==> config.mk <==
export PLATFORM = sky130hd
export DESIGN_NAME = shpe_isqrt
export DESIGN_NICKNAME = d
export VERILOG_FILES = /design/src/design/spherical_harmonic_point_eval_unit_macros.svh /design/src/design/shpe_pkg.sv /design/src/design/shpe_isqrt.sv
export SDC_FILE = /design/constraint.sdc
export NUM_CORES = 2
export LEC_CHECK = 0
export BUFFER_PORTS_ARGS = -buffer_cell sky130_fd_sc_hd__clkbuf_2
export CAP_MARGIN = 25
export CORE_MARGIN = 3
export CORE_UTILIZATION = 55
export CTS_CLUSTER_SIZE = 8
export DETAILED_ROUTE_END_ITERATION = 10
export GPL_ROUTABILITY_DRIVEN = 0
export PLACE_DENSITY = 0.71
export SLEW_MARGIN = 5
export SYNTH_ARGS = -nofsm -noshare
export SYNTH_HDL_FRONTEND = slang
export SYNTH_SLANG_ARGS = --single-unit
==> constraint.sdc <==
create_clock -name clock -period 4.45 [get_ports clock]
set_input_delay 0.89 -clock clock [delete_from_list [all_inputs] [get_ports clock]]
set_output_delay 0.89 -clock clock [all_outputs]
set_load 0.005 [all_outputs]
==> src/design/spherical_harmonic_point_eval_unit_macros.svh <==
// Assertion helpers for the spherical harmonic point evaluator.
`ifndef SPHERICAL_HARMONIC_POINT_EVAL_UNIT_MACROS_SVH
`define SPHERICAL_HARMONIC_POINT_EVAL_UNIT_MACROS_SVH

// Clocked assertion with explicit clock and reset.
`define SHPE_ASSERT_CLK(lbl, clk, rst, prop, msg) \
   lbl: assert property (@(posedge clk) disable iff (rst) prop) else $error(msg);

// Same, on the block's own clock and reset.
`define SHPE_ASSERT(lbl, prop, msg) `SHPE_ASSERT_CLK(lbl, clock, reset, prop, msg)

`endif

==> src/design/shpe_pkg.sv <==
package shpe_pkg;

   localparam int FRAC_BITS = 16;
   localparam int QB        = 30;

   // pipeline depths
   localparam int SQRT_STAGES  = 32;
   localparam int DIV_STAGES   = QB + 1;
   localparam int FRONT_STAGES = 5;
   localparam int BACK_STAGES  = 6;
   localparam int PIPE_LAT     = FRONT_STAGES + SQRT_STAGES + DIV_STAGES + BACK_STAGES;

   localparam int ROOT_W = 33;

   // csr register indexes
   localparam logic [1:0] CSR_DEGREE    = 2'd0;
   localparam logic [1:0] CSR_ORDER     = 2'd1;
   localparam logic [1:0] CSR_AMPLITUDE = 2'd2;
   localparam logic [1:0] CSR_FLOOR     = 2'd3;

   localparam logic [31:0] AMP_RESET = 32'(64'd1 << FRAC_BITS);

   // Q2.30 working values, with headroom
   typedef logic signed [33:0] qval_type;

   localparam qval_type QONE  = qval_type'(64'd1 << QB);
   localparam qval_type K_Y00 = 34'sd302896976;
   localparam qval_type K_Y10 = 34'sd524632952;
   localparam qval_type K_Y11 = 34'sd370971518;
   localparam qval_type K_Y21 = 34'sd829517532;
   localparam qval_type K_Y22 = 34'sd414758766;
   localparam qval_type K_Y20 = 34'sd338649115;

   typedef struct packed {
      logic signed [31:0] pos_x;
      logic signed [31:0] pos_y;
      logic signed [31:0] pos_z;
   } req_type;

   typedef struct packed {
      logic signed [31:0] field_real;
      logic signed [31:0] field_imag;
      logic               bad_mode;
   } rsp_type;

   // sign-magnitude product, truncated toward zero, QB fraction bits dropped
   function automatic qval_type mulq(input qval_type a, input qval_type b);
      logic [33:0] ma;
      logic [33:0] mb;
      logic [67:0] prod;
      logic [33:0] mt;
      ma   = a[33] ? $unsigned(-a) : $unsigned(a);
      mb   = b[33] ? $unsigned(-b) : $unsigned(b);
      prod = ma * mb;
      mt   = prod[QB+33:QB];
      return (a[33] ^ b[33]) ? -$signed(mt) : $signed(mt);
   endfunction

endpackage

==> src/design/shpe_isqrt.sv <==
module shpe_isqrt import shpe_pkg::*; (
   input  logic              clock,
   input  logic              reset,
   input  logic              in_valid,
   input  logic [63:0]       in_value,
   output logic              out_valid,
   output logic [ROOT_W-1:0] out_root
);

   logic [63:0]            rem_ff [SQRT_STAGES];
   logic [63:0]            res_ff [SQRT_STAGES];
   logic [SQRT_STAGES-1:0] vld_ff;

   // one result bit per stage, MSB first
   for (genvar k = 0; k < SQRT_STAGES; k++) begin : g_step
      localparam logic [63:0] BIT = 64'd1 << (62 - 2 * k);
      logic [63:0] rem_cur;
      logic [63:0] res_cur;
      logic [63:0] trial;
      logic [63:0] rem_in;
      logic [63:0] res_in;

      if (k == 0) begin : g_first
         assign rem_cur = in_value;
         assign res_cur = '0;
      end else begin : g_next
         assign rem_cur = rem_ff[k-1];
         assign res_cur = res_ff[k-1];
      end

      assign trial = res_cur + BIT;

      always_comb begin
         if (rem_cur >= trial) begin
            rem_in = rem_cur - trial;
            res_in = (res_cur >> 1) + BIT;
         end else begin
            rem_in = rem_cur;
            res_in = res_cur >> 1;
         end
      end

      always_ff @(posedge clock) begin
         rem_ff[k] <= rem_in;
         res_ff[k] <= res_in;
      end
   end

   always_ff @(posedge clock) begin
      if (reset) begin
         vld_ff <= '0;
      end else begin
         vld_ff <= {vld_ff[SQRT_STAGES-2:0], in_valid};
      end
   end

   assign out_valid = vld_ff[SQRT_STAGES-1];
   assign out_root  = res_ff[SQRT_STAGES-1][ROOT_W-1:0];

endmodule

# --- Word level (Yosys, flattened, before mapping) ---
# Memories as Yosys holds them, arrays and structs flattened.
# Index checks and enable logic that the tools add are counted.
totals:
  ram_bits: 4096
  memories: 2
  output_inout_bits: 34
  wordCells: 193
  inputBits: 67
  ff_bits: 32
classes:
  add_sub_neg: 94
  muxes: 64
  magnitude_cmp: 32
mem_list:
  columns: ["memory", "depth", "word_bits", "rd", "rd_clocked_by_memory_dff", "write_ports", "line", "source"]
  rows:
  - ["rem_ff", 32, 64, 31, 0, 32, "shpe_isqrt.sv:10", "logic [63:0] rem_ff [SQRT_STAGES];"]
  - ["res_ff", 32, 64, 32, 0, 32, "shpe_isqrt.sv:11", "logic [63:0] res_ff [SQRT_STAGES];"]
op_table:
  columns: ["operator", "count"]
  rows:
  - ["two-way mux 64 bit", 63]
  - ["greater-or-equal comparator 64 bit", 31]
  - ["subtractor 64 bit", 31]
  - ["adder 63 x 1 -> 64 bit (second input constant)", 1]
  - ["adder 63 x 11 -> 64 bit (second input constant)", 1]
  - ["adder 63 x 13 -> 64 bit (second input constant)", 1]
  - ["adder 63 x 15 -> 64 bit (second input constant)", 1]
  - ["adder 63 x 17 -> 64 bit (second input constant)", 1]
  - ["adder 63 x 19 -> 64 bit (second input constant)", 1]
  - ["adder 63 x 21 -> 64 bit (second input constant)", 1]
  - ["adder 63 x 23 -> 64 bit (second input constant)", 1]
  - ["adder 63 x 25 -> 64 bit (second input constant)", 1]
  - ["adder 63 x 27 -> 64 bit (second input constant)", 1]
  - ["adder 63 x 29 -> 64 bit (second input constant)", 1]
  - ["adder 63 x 3 -> 64 bit (second input constant)", 1]
  - ["adder 63 x 31 -> 64 bit (second input constant)", 1]
  - ["adder 63 x 33 -> 64 bit (second input constant)", 1]
  - ["adder 63 x 35 -> 64 bit (second input constant)", 1]
  - ["adder 63 x 37 -> 64 bit (second input constant)", 1]
  - ["adder 63 x 39 -> 64 bit (second input constant)", 1]
  - ["adder 63 x 41 -> 64 bit (second input constant)", 1]
  - ["adder 63 x 43 -> 64 bit (second input constant)", 1]
  - ["adder 63 x 45 -> 64 bit (second input constant)", 1]
  - ["adder 63 x 47 -> 64 bit (second input constant)", 1]
  - ["other kinds (44)", 44]

# --- Longest topological paths before layout ---
# An unclocked memory read counts as a cell.
depth:
  ltp_word: 4
  depth_mapped: 17
  depth_no_buf: 14

# --- Worst setup path after synthesis ---
# OpenSTA, ideal clock, no wires.
synth_path:
  path_kind: "register to register"
  start: "memory res_ff[20][42], in the netlist res_ff[1][298]"
  end: "memory rem_ff[21][52], in the netlist rem_ff[1][372]"
  stages_incl_launch_ff: 15
  n_path_buf: 2
  synth_period_minus_slack_ns: 3.383
  required_ns: 4.378
  arrival_ns: 3.311
  setup_time_ns: 0.072
  slack_ns: 1.067
  path_cell_list: "dfxtp_1 -> inv_1 -> ha_1 -> nor2b_1 -> nand3_1 -> or4_1 -> or4_1 -> o31ai_1 -> nor2_1 -> and2_1 -> clkbuf_1 -> or4_1 -> clkbuf_1 -> nor3_1 -> xor2_1"
synth_lines:
  columns: ["element", "line"]
  rows:
  - ["from (decl)", "shpe_isqrt.sv:11"]
  - ["to (decl)", "shpe_isqrt.sv:10"]

==> flow_summary.toml <==
[logic_synthesis]
synth_area_per_cell_um2 = 9.99
synth_edf_count = 0
yosysTopAreaCellShare = 0.532
ys.warnings.count = 0
synth_cells = 9573
async_flop_share = 0
synth_cell_types = 95
synth_nets = 10200
yosysSeqAreaShare = 0.532
syn_area_um2 = 95700
synth_ff_type = "dfxtp_1"
yosys.area.top_type = "dfxtp_1"
ys_top_cells_by_area = "dfxtp_1 53%, ha_1 7.3%, xnor2_1 4.1%"
synth-seq-cells = 2544

[sta]
min_period_ns = 4.20
timing.final.crit_share = 0.944
slew_violations = 0
fin_ws_ns = 0.247
tightest_slew_ns = 1.10
rsz0062_at_grt = "false"
max_freq_ghz = 0.238
setup_viol = 0
maxSlewHeadroom = 0.257
finalSetupTns_ns = 0
finClkSkew_ns = 0.109
hold_viol = 0

[floorplanning]
die_h_um = 423
die_area_um2 = 179000
io_pins = 101
core_area_um2 = 172000
floorplan.die.width_um = 423
start_util = 0.555
fp-row-count = 152

[min_path]
whs_path_depth = 1
holdCritStartpoint = "in_value[50]"
worstHoldPathType = "in -> reg"
min_delay_worst_endpoint = "rem_ff[0][50]"

[cts]
ctsLongestPathBuffers = 4
cts_sinks = 2544
tritoncts.num_buffers = 368
clk_latency_ns = 0.95
h-tree-depth = 5
root_buffer = "clkbuf_16"
clk_pin_slew_ns = 0.05
cts_tree = "yes"

[finish]
layout.cells.non_filler = 12200
drive_gt1_frac = 0.0740
final.fill_count = 13600
stdcell_area_um2 = 108000
nets = 10500
area_delta_synth_final_pct = 13.2

[worst_setup_path]
rr_startpoint = "res_ff[1][836]"
required_ns = 5.26
cp.arrival_ns = 5.02
start_kind = "register"
critical_path_class = "reg -> reg"
reg2reg_depth = 12
crit_fanout = 6
rr_endpoint = "rem_ff[1][936]"
critPathCaptureType = "register"
rrSetupSlack_ns = 0.25

[routing]
drt_pass1_iterations = 8
vias = 69500
post-route-drc-count = 0
antenna_left = 0
wl_per_cell_um = 19.0
wirelength_um = 233000
viasPerCell = 5.68
initialDrtViolationCount = 5310

[global_routing]
grt_max_degree = 58
grt_usage = 0.253
antenna_found_initial = 9
first_global_vias = 69400
grt-ovfl-total = 0
grt_pass1_wl_um = 368000

[placement]
dpl.hpwl_um = 174000
placed_area_um2 = 98700
port_buffers = 99
place_inst = 11800
pre_cts_ws_ns = 0.102

[outcome]
status = "completed"

[job]
cap_viol_max_count = 0

[power]
ir_worst_vdd_v = 0.000460
cellPowerDensity_nw_per_um2 = 670
p_leak_nw = 49.8
## kinds of logic after synthesis
group | count (synthesis) | synth area share
and+or+nand+nor | 2851 | 0.156
DFF | 2544 | 0.532
AOI/OAI and AO/OA | 1765 | 0.113
buffers and inverters | 893 | 0.0352
xor gates and xnor gates | 871 | 0.0797
adders and majority gates | 558 | 0.0730
muxes | 90 | 0.0105
other | 1 | 0.0000392
## metal layers
metal,GRT usage,vias up,wire [um]
met1,0.320,33000,98400
met4,0.0901,2,7580
met3,0.0390,548,13300
li1,-,33800,-
met2,0.439,2147,114000
met5,0,-,13
## cell type report
cell class	count	area, um2	share of cell area
tap	2310	2890	0.0267
inverter	697	2620	0.0242
timing repair buffer	158	948	0.00875
sequential	2544	50900	0.470
clock inverter	11	189	0.00174
clock buffer	375	9320	0.0860
multi-input combinational	6136	41400	0.382
antenna	5	12.5	0.000115
## worst max-delay path by stage
stage,from,to,slack (ns),cells past startpoint
detailed placement,res_ff[1][676],rem_ff[1][757],0.10,12
global placement,res_ff[1][676],rem_ff[1][758],0.22,12
floorplan,res_ff[1][298],rem_ff[1][372],1.07,14
global route,res_ff[1][676],rem_ff[1][750],0.03,12
CTS,res_ff[1][676],rem_ff[1][767],0.1,12
finish,res_ff[1][836],rem_ff[1][936],0.25,12
## through the flow
step | hold slack (ns) | power [mW] | util
final | 0.0633 | 72.6 | 0.629
after global routing | 0.0100 | 76.3 | 0.629
after CTS | 0.000773 | 72.8 | 0.628
after detailed placement | 0.333 | 49.0 | 0.573
after global placement | 0.329 | 48.5 | 0.573
after floorplan | 0.322 | 43.7 | -
## critical path, stage by stage, from the launching register on
cell and delay (ns):
dfxtp_1 0.32, inv_1 0.05, ha_1 0.33, nor2b_1 0.15, o21a_1 0.17, o21ai_0 0.33
a21oi_1 0.15, o31ai_1 0.54, a21oi_1 0.30, nor4_1 0.77, nand2_1 0.33, nor4b_1 0.45
xor2_1 0.18
## synth_stat cells (14+ instances only)
master	n
a211oi_1	44
dfxtp_1	2544
o21bai_1	43
a31oi_1	52
nor4_1	338
a21o_1	237
a21boi_0	30
nor2_1	616
a21oi_1	614
nand2_1	579
nor3_1	276
xor2_1	423
a211o_1	17
and4_1	21
or3_1	114
xnor2_1	448
nand3_1	153
nor3b_1	23
mux2_2	83
nand4_1	145
o211ai_1	27
o2111ai_1	20
nand3b_1	36
o31ai_1	42
inv_1	693
and3_1	36
buf_1	14
clkbuf_1	172
nand4b_1	29
o21a_1	94
or2_2	58
and2_1	25
ha_1	558
o21ai_0	427
nor2b_1	117
nor4b_1	52
nand2b_1	106
or4_1	79
## repair_timing
item                                    CTS  global route
hold endpoints to repair                  3             0
gates resized for setup                   0             2
hold buffers                              3             0
buffers inserted                          0             0
endpoints found under the setup margin    0            16
## power breakdown
group,switching (mW),internal (mW)
Combinational,9.25,7.38
Clock,9.05,14.5
Sequential,4.49,27.9
## flip-flops by register name, indices dropped and copies added, names as in the netlist
signal,flops
res_ff,528
rem_ff,1984
vld_ff,32
## cells in the final DEF (no fill, tap or decap), drive strengths merged, types with 42 or more instances in the layout
master / Yosys / routed
o21a: 94 / 94
o21ai: 431 / 431
or4: 80 / 80
buf: 24 / 54
ha: 558 / 558
a21oi: 615 / 615
dfxtp: 2544 / 2544
nor3: 279 / 279
a21o: 237 / 237
or3: 115 / 115
xor2: 423 / 423
clkbuf: 172 / 475
a31oi: 52 / 52
a211oi: 44 / 44
nand2: 580 / 580
inv: 696 / 699
nor2: 616 / 616
nand3: 154 / 154
o31ai: 42 / 42
xnor2: 448 / 448
nor4b: 55 / 55
nor2b: 117 / 117
mux2: 83 / 83
nand2b: 106 / 106
o21bai: 43 / 43
nand4: 146 / 146
or2: 62 / 62
nor4: 346 / 346
Power figures use the tool's default switching activity.
